===== src/rtl/core/ffua_pkg.sv =====
// shared types, constants and helpers of the first-fit allocator
`timescale 1ns / 1ps
`default_nettype none
package ffua_pkg;

    localparam int PAGE_UNITS    = 4096;
    localparam int SIZE_W        = 13;
    localparam int UNITS_PER_ROW = (PAGE_UNITS >= 8) ? 8 : ((PAGE_UNITS >= 4) ? 4 : 2);
    localparam int LANE_W        = $clog2(UNITS_PER_ROW);
    localparam int ROW_COUNT     = (PAGE_UNITS + UNITS_PER_ROW - 1) / UNITS_PER_ROW;
    localparam int ROW_W         = (ROW_COUNT > 1) ? $clog2(ROW_COUNT) : 1;
    localparam int UNIT_W        = ROW_W + LANE_W;
    localparam int RUN_W         = $clog2(PAGE_UNITS + 1);
    localparam int SUM_W         = ((UNIT_W > SIZE_W) ? UNIT_W : SIZE_W) + 2;

    localparam logic MODE_ALLOC      = 1'b0;
    localparam logic MODE_FREE       = 1'b1;
    localparam logic STATUS_OK       = 1'b0;
    localparam logic STATUS_NO_SPACE = 1'b1;
    localparam logic REG_REGION_BASE = 1'b0;

    typedef struct packed {
        logic              mode;
        logic [SIZE_W-1:0] request_size;
        logic [31:0]       free_address;
    } in_item_t;

    typedef struct packed {
        logic        status;
        logic [31:0] granted_address;
    } out_item_t;

    typedef struct packed {
        logic [UNITS_PER_ROW-1:0]             used;
        logic [UNITS_PER_ROW-1:0][SIZE_W-1:0] len;
    } row_t;

    typedef struct packed {
        logic             rd_en;
        logic [ROW_W-1:0] rd_addr;
        logic             wr_en;
        logic [ROW_W-1:0] wr_addr;
        row_t             wr_data;
    } mem_req_t;

    typedef struct packed {
        logic [UNIT_W-1:0] lo;
        logic [UNIT_W-1:0] hi;
        logic              alloc;
        logic [SIZE_W-1:0] size;
    } upd_cmd_t;

    function automatic row_t reset_row();
        row_t r;
        r.used = '0;
        for (int j = 0; j < UNITS_PER_ROW; j++) begin
            r.len[j] = SIZE_W'(1);
        end
        return r;
    endfunction

endpackage
`default_nettype wire


===== src/rtl/core/ffua_row_update.sv =====
// per-lane modify of one row: mark a run used or return it to free
`timescale 1ns / 1ps
`default_nettype none
module ffua_row_update (
    input  wire ffua_pkg::row_t            old_row,
    input  wire logic [ffua_pkg::ROW_W-1:0] row_idx,
    input  wire ffua_pkg::upd_cmd_t        cmd,
    output ffua_pkg::row_t                 new_row
);

    always_comb begin
        logic [ffua_pkg::UNIT_W-1:0] unit;
        new_row = old_row;
        for (int j = 0; j < ffua_pkg::UNITS_PER_ROW; j++) begin
            unit = {row_idx, ffua_pkg::LANE_W'(j)};
            if (unit >= cmd.lo && unit <= cmd.hi) begin
                new_row.used[j] = cmd.alloc;
                // on allocation the run start takes the size, every other unit goes back to one
                if (cmd.alloc && unit == cmd.lo) begin
                    new_row.len[j] = cmd.size;
                end else begin
                    new_row.len[j] = ffua_pkg::SIZE_W'(1);
                end
            end
        end
    end

endmodule
`default_nettype wire


===== config.mk =====
export PLATFORM = sky130hd
export DESIGN_NAME = ffua_row_update
export DESIGN_NICKNAME = d
export VERILOG_FILES = /design/src/rtl/core/ffua_pkg.sv /design/src/rtl/core/ffua_row_update.sv
export SDC_FILE = /design/constraint.sdc
export NUM_CORES = 1
export LEC_CHECK = 0
export BUFFER_PORTS_ARGS = -buffer_cell sky130_fd_sc_hd__buf_2
export CORE_AREA = 2 2 107 109
export DETAILED_ROUTE_END_ITERATION = 16
export DIE_AREA = 0 0 109 111
export GPL_TIMING_DRIVEN = 0
export MAX_ROUTING_LAYER = met4
export SLEW_MARGIN = 20
export SYNTH_ARGS = -nofsm -noshare
export SYNTH_HDL_FRONTEND = slang
export SYNTH_SLANG_ARGS = --single-unit

===== constraint.sdc =====
create_clock -name vclk -period 3.7
set_input_delay 0.185 -clock vclk [all_inputs]
set_output_delay 0.185 -clock vclk [all_outputs]
set_load 0.005 [all_outputs]

==> results.toml <==
[outcome]
status = "completed"

[power_and_ir_drop]
vdd_drop_max_uv = 66.9
p_leak_nw = 2.22
power_density_nw_per_um2 = 151
power_mw = 0.597

[route]
drc = 0
drt_iter0_drc = 306
drt_wl_total_mm = 12.7
detail-route-antenna-nets = 0
wire_per_inst_um = 16.1
drtPass1Iterations = 4
vias_per_cell = 4.74
vias = 3738

[setup_path]
cp-startpoint = "cmd[35]"
cp_num_cells = 11
cp.required_ns = 3.51
worstPathCellList = "buf_2 > inv_1 > ha_1 > nand4_1 > nor2_1 > buf_2 > nand2_1 > nor4_2 > buf_2 > a22o_1 > buf_2"
critPathCaptureType = "output port"
startpoint_type = "primary input"
crit_buf_inv = 5
worst_path_largest_cell_delay_ns = 0.65
cpMaxStageDelayCell = "nor4_2"
crit_path_end = "new_row[59]"
critical_path_arrival_ns = 2.57
crit_top_cell = "buf_2"
worst-setup-path-type = "in -> out"
cpLargestDelayFamily = "simple AND/OR/NAND/NOR gates"
critPathMaxFanout = 10

[timing]
period_share = 0.744
slew_violations = 0
worstMarginPinSlew_ns = 0.675
period_minus_slack_ns = 2.75
fmax_mhz = 363
hold_viol = 0
final.setup.tns_ns = 0
setup_viol = 0
relSlewSlack = 0.546
rsz0062_at_grt = "false"

[layout]
fillers = 1252
clkbuf_count = 0
mostFrequentLayoutCell = "buf_2"
insertedDiodeCount = 0
syn2layout_area_growth_pct = 58.7
final_nets = 826
seq_cells = 0
register_area_um2 = 0
final_util = 0.358
final_cell_mix = "265 x buf_2, 67 x nand2_1, 61 x inv_1, 48 x a22o_1, 30 x o21ai_0"
stdcell_count = 788
drive_gt1_frac = 0.470

[placed_design]
portBuffers = 257
dp_hpwl_mm = 10.7
globalplace.congestion = 0.893
dp.cells = 788

[clock_tree]
postCtsHoldBufs = 0
cts_resized = 0
post_cts.repair.setup_buffers = 0

[die]
die-area_um2 = 12100
start_util = 0.225
ios = 271
core.rowCount = 39
die_height_um = 111
coreArea_um2 = 11100
die_w_um = 109

[logic_synthesis]
ys_warn_count = 0
synth.cell_area_um2 = 2500
synth_nets = 567
synthCells = 388
synth.distinct_cells = 49
seq_area_frac_synth = 0
avgSynthCellArea_um2 = 6.44

[global_route]
grtUsageTotal = 0.200
grt_max_degree = 11
grt_pass1_vias = 3453
antenna_found_initial = 0
grt_pass1_wl_mm = 18.7
grt-ovfl-total = 0

[flow_run]
cap_violations = 0

[min_path]
hold_class = "in -> out"
-- cell type report --
| type | instances | area (µm²) | share of cell area |
|---|---|---|---|
| Inverter | 61 | 229 | 0.0578 |
| Buffer | 35 | 180 | 0.0455 |
| Tap cell | 143 | 179 | 0.0452 |
| Timing Repair Buffer | 257 | 1290 | 0.325 |
| Multi-Input combinational cell | 292 | 2090 | 0.527 |
-- synthesized netlist by cell type, types with 3 or more instances --
cell type,n,area share
o21ai_0,30,0.060
clkbuf_1,14,0.021
a22oi_1,4,0.012
nand3_1,12,0.024
ha_1,20,0.10
a22o_1,48,0.17
buf_2,8,0.016
a31oi_1,3,0.0075
a21oi_1,13,0.026
nand2b_1,3,0.0075
mux2i_1,24,0.096
o21ai_1,4,0.0080
nand4_1,3,0.0075
mux2_2,9,0.041
inv_1,61,0.092
nor2_1,11,0.017
buf_4,4,0.012
nand2_1,67,0.10
a21o_1,4,0.012
clkbuf_2,7,0.014
-- metal layers --
layer	up-vias	global-route usage	share of wire	routed length (µm)
met5	-	-	0	0
met4	0	0.0162	0.0076	96
met3	7	0.0176	0.078	994
met2	178	0.333	0.47	5900
met1	1682	0.273	0.45	5690
li1	1871	-	-	-
-- logic make-up after synthesis --
family | after synthesis | share of synthesized area
compound gates | 120 | 0.356
simple gates | 117 | 0.234
buf+inv | 96 | 0.164
mux | 35 | 0.146
fa+ha+maj | 20 | 0.100
-- tightest hold or removal path, cell delays in order --
cell and delay (ns):
buf_2 0.07, nand2_1 0.03, o21ai_0 0.06, buf_2 0.11
-- where the power goes --
group	internal, mW	total, mW	switching, mW	leakage (nW)
clock network	0	0	0	0
logic	0.293	0.597	0.304	2.22
registers	0	0	0	0
-- metrics by stage --
step	setup WS [ns]	area (µm²)	hold slack, ns
2_1_floorplan	1.59	2500	0.463
3_3_place_gp	1.01	3960	0.640
3_5_place_dp	0.991	3960	0.641
4_1_cts	0.960	3960	0.641
5_1_grt	0.722	3960	0.661
6_report	0.945	3960	0.639
-- how the worst min path moves through the flow --
stage / start / endpoint / slack, ns / cells past startpoint
2_1_floorplan: old_row[14] / new_row[14] / 0.46 / 2
4_1_cts: old_row[81] / new_row[81] / 0.64 / 4
3_3_place_gp: old_row[81] / new_row[81] / 0.64 / 4
3_5_place_dp: old_row[81] / new_row[81] / 0.64 / 4
6_report: old_row[81] / new_row[81] / 0.64 / 4
5_1_grt: old_row[81] / new_row[81] / 0.66 / 4
Note: power is estimated with default switching activity, not from simulation.
