===== config.mk =====
export PLATFORM = sky130hd
export DESIGN_NAME = ffua_seq
export DESIGN_NICKNAME = d
export VERILOG_FILES = /design/src/rtl/core/ffua_pkg.sv /design/src/rtl/core/ffua_seq.sv
export SDC_FILE = /design/constraint.sdc
export NUM_CORES = 1
export LEC_CHECK = 0
export BUFFER_PORTS_ARGS = -buffer_cell sky130_fd_sc_hd__buf_2
export CAP_MARGIN = 20
export CORE_AREA = 5 5 201 203
export DETAILED_ROUTE_END_ITERATION = 12
export DIE_AREA = 0 0 206 208
export PLACE_DENSITY = 0.68
export SYNTH_ARGS = -nofsm -noshare
export SYNTH_HDL_FRONTEND = slang
export SYNTH_SLANG_ARGS = --single-unit
export TNS_END_PERCENT = 10

===== constraint.sdc =====
create_clock -name aclk -period 11.15 [get_ports aclk]
set_clock_uncertainty 0.05 [all_clocks]
set_input_delay 1.115 -clock aclk [delete_from_list [all_inputs] [get_ports aclk]]
set_output_delay 1.115 -clock aclk [all_outputs]
set_load 0.1 [all_outputs]

===== src/rtl/core/ffua_pkg.sv =====
// shared types, constants and helpers of the first-fit allocator
`timescale 1ns / 1ps
`default_nettype none
package ffua_pkg;

    localparam int PAGE_UNITS    = 4096;
    localparam int SIZE_W        = 13;
    localparam int UNITS_PER_ROW = (PAGE_UNITS >= 8) ? 8 : ((PAGE_UNITS >= 4) ? 4 : 2);
    localparam int LANE_W        = $clog2(UNITS_PER_ROW);
    localparam int ROW_COUNT     = (PAGE_UNITS + UNITS_PER_ROW - 1) / UNITS_PER_ROW;
    localparam int ROW_W         = (ROW_COUNT > 1) ? $clog2(ROW_COUNT) : 1;
    localparam int UNIT_W        = ROW_W + LANE_W;
    localparam int RUN_W         = $clog2(PAGE_UNITS + 1);
    localparam int SUM_W         = ((UNIT_W > SIZE_W) ? UNIT_W : SIZE_W) + 2;

    localparam logic MODE_ALLOC      = 1'b0;
    localparam logic MODE_FREE       = 1'b1;
    localparam logic STATUS_OK       = 1'b0;
    localparam logic STATUS_NO_SPACE = 1'b1;
    localparam logic REG_REGION_BASE = 1'b0;

    typedef struct packed {
        logic              mode;
        logic [SIZE_W-1:0] request_size;
        logic [31:0]       free_address;
    } in_item_t;

    typedef struct packed {
        logic        status;
        logic [31:0] granted_address;
    } out_item_t;

    typedef struct packed {
        logic [UNITS_PER_ROW-1:0]             used;
        logic [UNITS_PER_ROW-1:0][SIZE_W-1:0] len;
    } row_t;

    typedef struct packed {
        logic             rd_en;
        logic [ROW_W-1:0] rd_addr;
        logic             wr_en;
        logic [ROW_W-1:0] wr_addr;
        row_t             wr_data;
    } mem_req_t;

    typedef struct packed {
        logic [UNIT_W-1:0] lo;
        logic [UNIT_W-1:0] hi;
        logic              alloc;
        logic [SIZE_W-1:0] size;
    } upd_cmd_t;

    function automatic row_t reset_row();
        row_t r;
        r.used = '0;
        for (int j = 0; j < UNITS_PER_ROW; j++) begin
            r.len[j] = SIZE_W'(1);
        end
        return r;
    endfunction

endpackage
`default_nettype wire


===== src/rtl/core/ffua_seq.sv =====
// sequencer: clearing sweep, first-fit scan, lookup and read-modify-write of rows
`timescale 1ns / 1ps
`default_nettype none
module ffua_seq (
    input  wire logic                       aclk,
    input  wire logic                       aresetn,
    input  wire logic                       s_valid,
    output logic                            s_ready,
    input  wire ffua_pkg::in_item_t         s_data,
    output logic                            m_valid,
    input  wire logic                       m_ready,
    output ffua_pkg::out_item_t             m_data,
    input  wire logic [31:0]                region_base,
    output ffua_pkg::mem_req_t              mem_req,
    input  wire ffua_pkg::row_t             rd_data,
    output ffua_pkg::upd_cmd_t              upd_cmd,
    output logic [ffua_pkg::ROW_W-1:0]      upd_row_idx,
    input  wire ffua_pkg::row_t             upd_row
);

    typedef enum logic [2:0] {
        ST_CLEAR, ST_IDLE, ST_SCAN, ST_LOOK, ST_RMW, ST_DONE
    } state_t;

    localparam logic [ffua_pkg::ROW_W-1:0] LAST_ROW = ffua_pkg::ROW_W'(ffua_pkg::ROW_COUNT - 1);

    state_t                        state_reg,  state_next;
    logic [ffua_pkg::ROW_W-1:0]    row_reg,    row_next;
    logic [ffua_pkg::RUN_W-1:0]    run_reg,    run_next;
    ffua_pkg::upd_cmd_t            cmd_reg,    cmd_next;
    logic                          grant_reg,  grant_next;
    logic                          status_reg, status_next;
    logic                          m_valid_reg, m_valid_next;
    ffua_pkg::out_item_t           m_data_reg, m_data_next;

    // scan of the row arriving from memory
    logic [ffua_pkg::RUN_W-1:0]    run_v;
    logic                          hit;
    logic [ffua_pkg::UNIT_W-1:0]   end_unit;
    logic [ffua_pkg::UNIT_W-1:0]   start_unit;

    always_comb begin
        logic [ffua_pkg::UNIT_W-1:0] unit;
        logic                        used;
        run_v    = run_reg;
        hit      = 1'b0;
        end_unit = '0;
        for (int j = 0; j < ffua_pkg::UNITS_PER_ROW; j++) begin
            unit = {row_reg, ffua_pkg::LANE_W'(j)};
            used = rd_data.used[j] ||
                   (ffua_pkg::SUM_W'(unit) >= ffua_pkg::SUM_W'(ffua_pkg::PAGE_UNITS));
            if (used) begin
                run_v = '0;
            end else begin
                run_v = run_v + ffua_pkg::RUN_W'(1);
            end
            if (!hit && ffua_pkg::SUM_W'(run_v) >= ffua_pkg::SUM_W'(cmd_reg.size)) begin
                hit      = 1'b1;
                end_unit = unit;
            end
        end
        start_unit = ffua_pkg::UNIT_W'(ffua_pkg::SUM_W'(end_unit) + ffua_pkg::SUM_W'(1)
                                       - ffua_pkg::SUM_W'(cmd_reg.size));
    end

    // free: offset into the page and end of the stored run
    logic [31:0]                   free_ofs;
    logic [ffua_pkg::SIZE_W-1:0]   stored_len;
    logic [ffua_pkg::SUM_W-1:0]    free_end;

    assign free_ofs   = s_data.free_address - region_base;
    assign stored_len = rd_data.len[cmd_reg.lo[ffua_pkg::LANE_W-1:0]];
    assign free_end   = ffua_pkg::SUM_W'(cmd_reg.lo) + ffua_pkg::SUM_W'(stored_len)
                        - ffua_pkg::SUM_W'(1);

    always_comb begin
        state_next   = state_reg;
        row_next     = row_reg;
        run_next     = run_reg;
        cmd_next     = cmd_reg;
        grant_next   = grant_reg;
        status_next  = status_reg;
        m_valid_next = m_valid_reg;
        m_data_next  = m_data_reg;
        mem_req      = '0;

        if (m_valid_reg && m_ready) begin
            m_valid_next = 1'b0;
        end

        case (state_reg)
            ST_CLEAR: begin
                mem_req.wr_en   = 1'b1;
                mem_req.wr_addr = row_reg;
                mem_req.wr_data = ffua_pkg::reset_row();
                if (row_reg == LAST_ROW) begin
                    row_next   = '0;
                    state_next = ST_IDLE;
                end else begin
                    row_next = row_reg + ffua_pkg::ROW_W'(1);
                end
            end
            ST_IDLE: begin
                if (s_valid) begin
                    cmd_next.size  = s_data.request_size;
                    cmd_next.alloc = (s_data.mode == ffua_pkg::MODE_ALLOC);
                    grant_next     = 1'b0;
                    status_next    = ffua_pkg::STATUS_OK;
                    if (s_data.mode == ffua_pkg::MODE_ALLOC) begin
                        if (s_data.request_size == '0 ||
                            32'(s_data.request_size) > 32'(ffua_pkg::PAGE_UNITS)) begin
                            status_next = ffua_pkg::STATUS_NO_SPACE;
                            state_next  = ST_DONE;
                        end else begin
                            mem_req.rd_en   = 1'b1;
                            mem_req.rd_addr = '0;
                            row_next        = '0;
                            run_next        = '0;
                            state_next      = ST_SCAN;
                        end
                    end else if (free_ofs < 32'(ffua_pkg::PAGE_UNITS)) begin
                        cmd_next.lo     = ffua_pkg::UNIT_W'(free_ofs);
                        mem_req.rd_en   = 1'b1;
                        mem_req.rd_addr = free_ofs[ffua_pkg::UNIT_W-1:ffua_pkg::LANE_W];
                        row_next        = free_ofs[ffua_pkg::UNIT_W-1:ffua_pkg::LANE_W];
                        state_next      = ST_LOOK;
                    end else begin
                        state_next = ST_DONE;
                    end
                end
            end
            ST_SCAN: begin
                run_next = run_v;
                if (hit) begin
                    cmd_next.lo     = start_unit;
                    cmd_next.hi     = end_unit;
                    grant_next      = 1'b1;
                    mem_req.rd_en   = 1'b1;
                    mem_req.rd_addr = start_unit[ffua_pkg::UNIT_W-1:ffua_pkg::LANE_W];
                    row_next        = start_unit[ffua_pkg::UNIT_W-1:ffua_pkg::LANE_W];
                    state_next      = ST_RMW;
                end else if (row_reg == LAST_ROW) begin
                    status_next = ffua_pkg::STATUS_NO_SPACE;
                    state_next  = ST_DONE;
                end else begin
                    mem_req.rd_en   = 1'b1;
                    mem_req.rd_addr = row_reg + ffua_pkg::ROW_W'(1);
                    row_next        = row_reg + ffua_pkg::ROW_W'(1);
                end
            end
            ST_LOOK: begin
                // clearing stops at the last unit of the page
                if (free_end >= ffua_pkg::SUM_W'(ffua_pkg::PAGE_UNITS)) begin
                    cmd_next.hi = ffua_pkg::UNIT_W'(ffua_pkg::PAGE_UNITS - 1);
                end else begin
                    cmd_next.hi = ffua_pkg::UNIT_W'(free_end);
                end
                mem_req.rd_en   = 1'b1;
                mem_req.rd_addr = row_reg;
                state_next      = ST_RMW;
            end
            ST_RMW: begin
                mem_req.wr_en   = 1'b1;
                mem_req.wr_addr = row_reg;
                mem_req.wr_data = upd_row;
                if (row_reg == cmd_reg.hi[ffua_pkg::UNIT_W-1:ffua_pkg::LANE_W]) begin
                    state_next = ST_DONE;
                end else begin
                    mem_req.rd_en   = 1'b1;
                    mem_req.rd_addr = row_reg + ffua_pkg::ROW_W'(1);
                    row_next        = row_reg + ffua_pkg::ROW_W'(1);
                end
            end
            ST_DONE: begin
                if (!m_valid_reg || m_ready) begin
                    m_valid_next       = 1'b1;
                    m_data_next.status = status_reg;
                    m_data_next.granted_address =
                        grant_reg ? (region_base + 32'(cmd_reg.lo)) : '0;
                    state_next = ST_IDLE;
                end
            end
            default: begin
                state_next = ST_IDLE;
            end
        endcase
    end

    always_ff @(posedge aclk) begin
        if (!aresetn) begin
            state_reg   <= ST_CLEAR;
            row_reg     <= '0;
            m_valid_reg <= 1'b0;
        end else begin
            state_reg   <= state_next;
            row_reg     <= row_next;
            m_valid_reg <= m_valid_next;
        end
        run_reg    <= run_next;
        cmd_reg    <= cmd_next;
        grant_reg  <= grant_next;
        status_reg <= status_next;
        m_data_reg <= m_data_next;
    end

    assign s_ready     = (state_reg == ST_IDLE);
    assign m_valid     = m_valid_reg;
    assign m_data      = m_data_reg;
    assign upd_cmd     = cmd_reg;
    assign upd_row_idx = row_reg;

endmodule
`default_nettype wire


==> impl_metrics.toml <==
[status]
outcome = "completed"

[worst_setup_path]
arrival_ps = 9710
cp_top_family = "simple AND/OR/NAND/NOR gates"
cp-end-kind = "primary output"
path_common_cell = "buf_4"
max_stage_delay_ps = 510
cp-start-kind = "primary input"
cp.buffers_inverters = 9
cp.required_ps = 9990
crit_slowest_cell = "or4_4"
critical_path_class = "primary input to primary output"
cp_max_fo = 11

[global_routing]
grt_antenna_before_repair = 26
grt_pass1_wl_mm = 114
grt_pass1_vias = 16500
grt_max_degree = 129
groute.usage.overall_pct = 36.1
grt_overflow = 0

[yosys]
netlist_instances = 1855
syn_avg_cell_area_um2 = 8.23
synth_edf_count = 86
synth_cell_types = 99
syn_nets = 2362
async_flop_share_pct = 0
ys_ff_latch = 99
syn_area_um2 = 15300
yosys_most_used_dff = "edfxtp_1"
seq_area_frac_synth_pct = 18.6
yosys_warnings = 0

[clock_tree]
clock_sinks = 99
clk_latency_ps = 370
numCtsBuffers = 9
clkTransAtPathRegs_ps = 80
postCtsHoldBufs = 0
htreeDepth = 3
cts-root-buf = "clkbuf_16"
tritoncts = "done"
clk_path_buf_depth = 2

[layout]
area_growth_syn_to_layout_pct = 29.8
final_cell_mix = "buf_2, ha_1, inv_1"
finalNetCount = 2908
drive_gt1_share_pct = 32.6
final_common_cell = "buf_2"
finish.utilization_pct = 51.8
largest_register_ffs = 38
fin_cells = 2943

[detailed_routing]
vias = 17300
wl_per_cell_um = 27.9
drtAntennaViolNets = 0
via_per_inst = 5.87
wirelength_mm = 82.0
drtIter0Drc = 1648
drtPass1Iterations = 6
drc = 0

[place]
place_ws_ps = 32.9
place.detailed.hpwl_mm = 68.9
io_buffers = 519
numPlacedInstances = 2878
place_congestion = 1.04

[sta]
hold_viol = 0
rsz0062_at_grt = "true"
finalWorstPathRequiredPeriod_ps = 10870
worst_pin_slew_ps = 1090
maxSlewViolCount = 0
setup_viol = 0
timing.hold.ws_ps = 477
fin_ws_ps = 275
fmax_ghz = 0.0920
slew_headroom_pct = 27.5
fin_crit_sh_pct = 97.5

[floorplanning]
rows = 72
die_h_um = 208
io_pins = 520
initial_utilization_pct = 39.9
die_x_um = 206
die-area_um2 = 42800
core_area_um2 = 38300

[pwr]
ir_drop_mv = 0.0628
p_per_area_nw_per_um2 = 57.2
p_leak_nw = 9.91

[worst_hold_path]
hp-class = "register to register"

[job]
max_cap_viol_count = 0
synth_stat cells (all sizes together), types with 5 or more instances:
library cell    n  area (µm²)
nor2b          33         206
o22a           12         105
nand3          50         275
clkbuf         66         248
nand4b          5        43.8
o31ai           8        60.1
or4            13         109
a211o           6        52.6
mux2i          46         509
a221oi          6        52.6
nor4           21         150
mux4           26         586
o211ai          8        60.1
and2           50         313
a21boi          6        48.8
a211oi         10        92.6
xnor2          93         830
mux2            6        67.6
and3          120         761
nor3           46         262
a31oi           8        50.1
or3             9        56.3
nand2         107         409
or2             9        56.3
a21oi         117         608
a21o           42         315
o21ai          79         399
o22ai          13        87.6
buf            19         131
edfxtp         86        2580
nand2b         16         100
and4            6        52.6
nor2          127         477
o21a           36         270
o21bai         20         150
dfxtp          13         260
inv           167         627
ha            197        2460
xor2           52         470
a2111oi         5        43.8
nand4          35         225
per-layer routing:
metal	wire length [µm]	share of wire, %	GRT usage (%)	vias to the layer above
met5	27	0.033	0	-
met4	3320	4.0	13.2	4
met3	7460	9.1	7.97	157
met2	38000	46	58.0	912
met1	33200	40	47.6	8349
li1	-	-	-	7866
metrics by stage:
step                      total power, W  TNS (ps)  area (µm²)
final                            0.00113         0       19800
after global routing             0.00118      -371       19800
after CTS                        0.00112         0       19100
after detailed placement        0.000789         0       18800
after global placement          0.000787         0       18800
after floorplan                 0.000638         0       15300
cell families (layout without fill, tap and decap cells):
logic type,after synthesis,after routing,synth area share [%]
and+or+nand+nor,666,666,24.0
AOI/OAI and AO/OA,408,408,17.7
buffers and inverters,256,807,6.72
adders and majority gates,203,203,16.8
xor gates and xnor gates,145,145,8.51
DFF,99,99,18.6
muxes,78,78,7.61
other,0,19,0
cell type report:
cell class	count	area, µm²
Timing Repair Buffer	621	3490
Clock buffer	9	225
Tap cell	518	648
Multi-Input combinational cell	1500	11800
Clock inverter	7	91.3
Antenna cell	19	47.5
Fill cell	3785	18500
Inverter	170	642
Sequential cell	99	2850
worst paths after layout:
check / from / endpoint / slack [ps] / cells past startpoint
setup reg to reg: run_reg[1] / upd_row_idx[8] / 2040 / 43
hold reg to reg: status_reg / m_data[32] / 480 / 0
hold / removal: status_reg / m_data[32] / 480 / 0
setup / recovery: rd_data[104] / mem_req[130] / 280 / 47
power breakdown:
group	switching, W	internal [W]	total [W]
combinational	0.000235	0.000159	0.000393
sequential	0.00000503	0.000403	0.000408
clock	0.000172	0.000162	0.000333
total	0.000411	0.000723	0.00113
what timing repair did:
| item | in CTS | in global routing |
|---|---|---|
| setup endpoints to repair | 1 | 6 |
| resized for setup | 2 | 75 |
| buffers inserted | 0 | 29 |
| pin swaps | 0 | 32 |
Power figures use the tool's default switching activity.
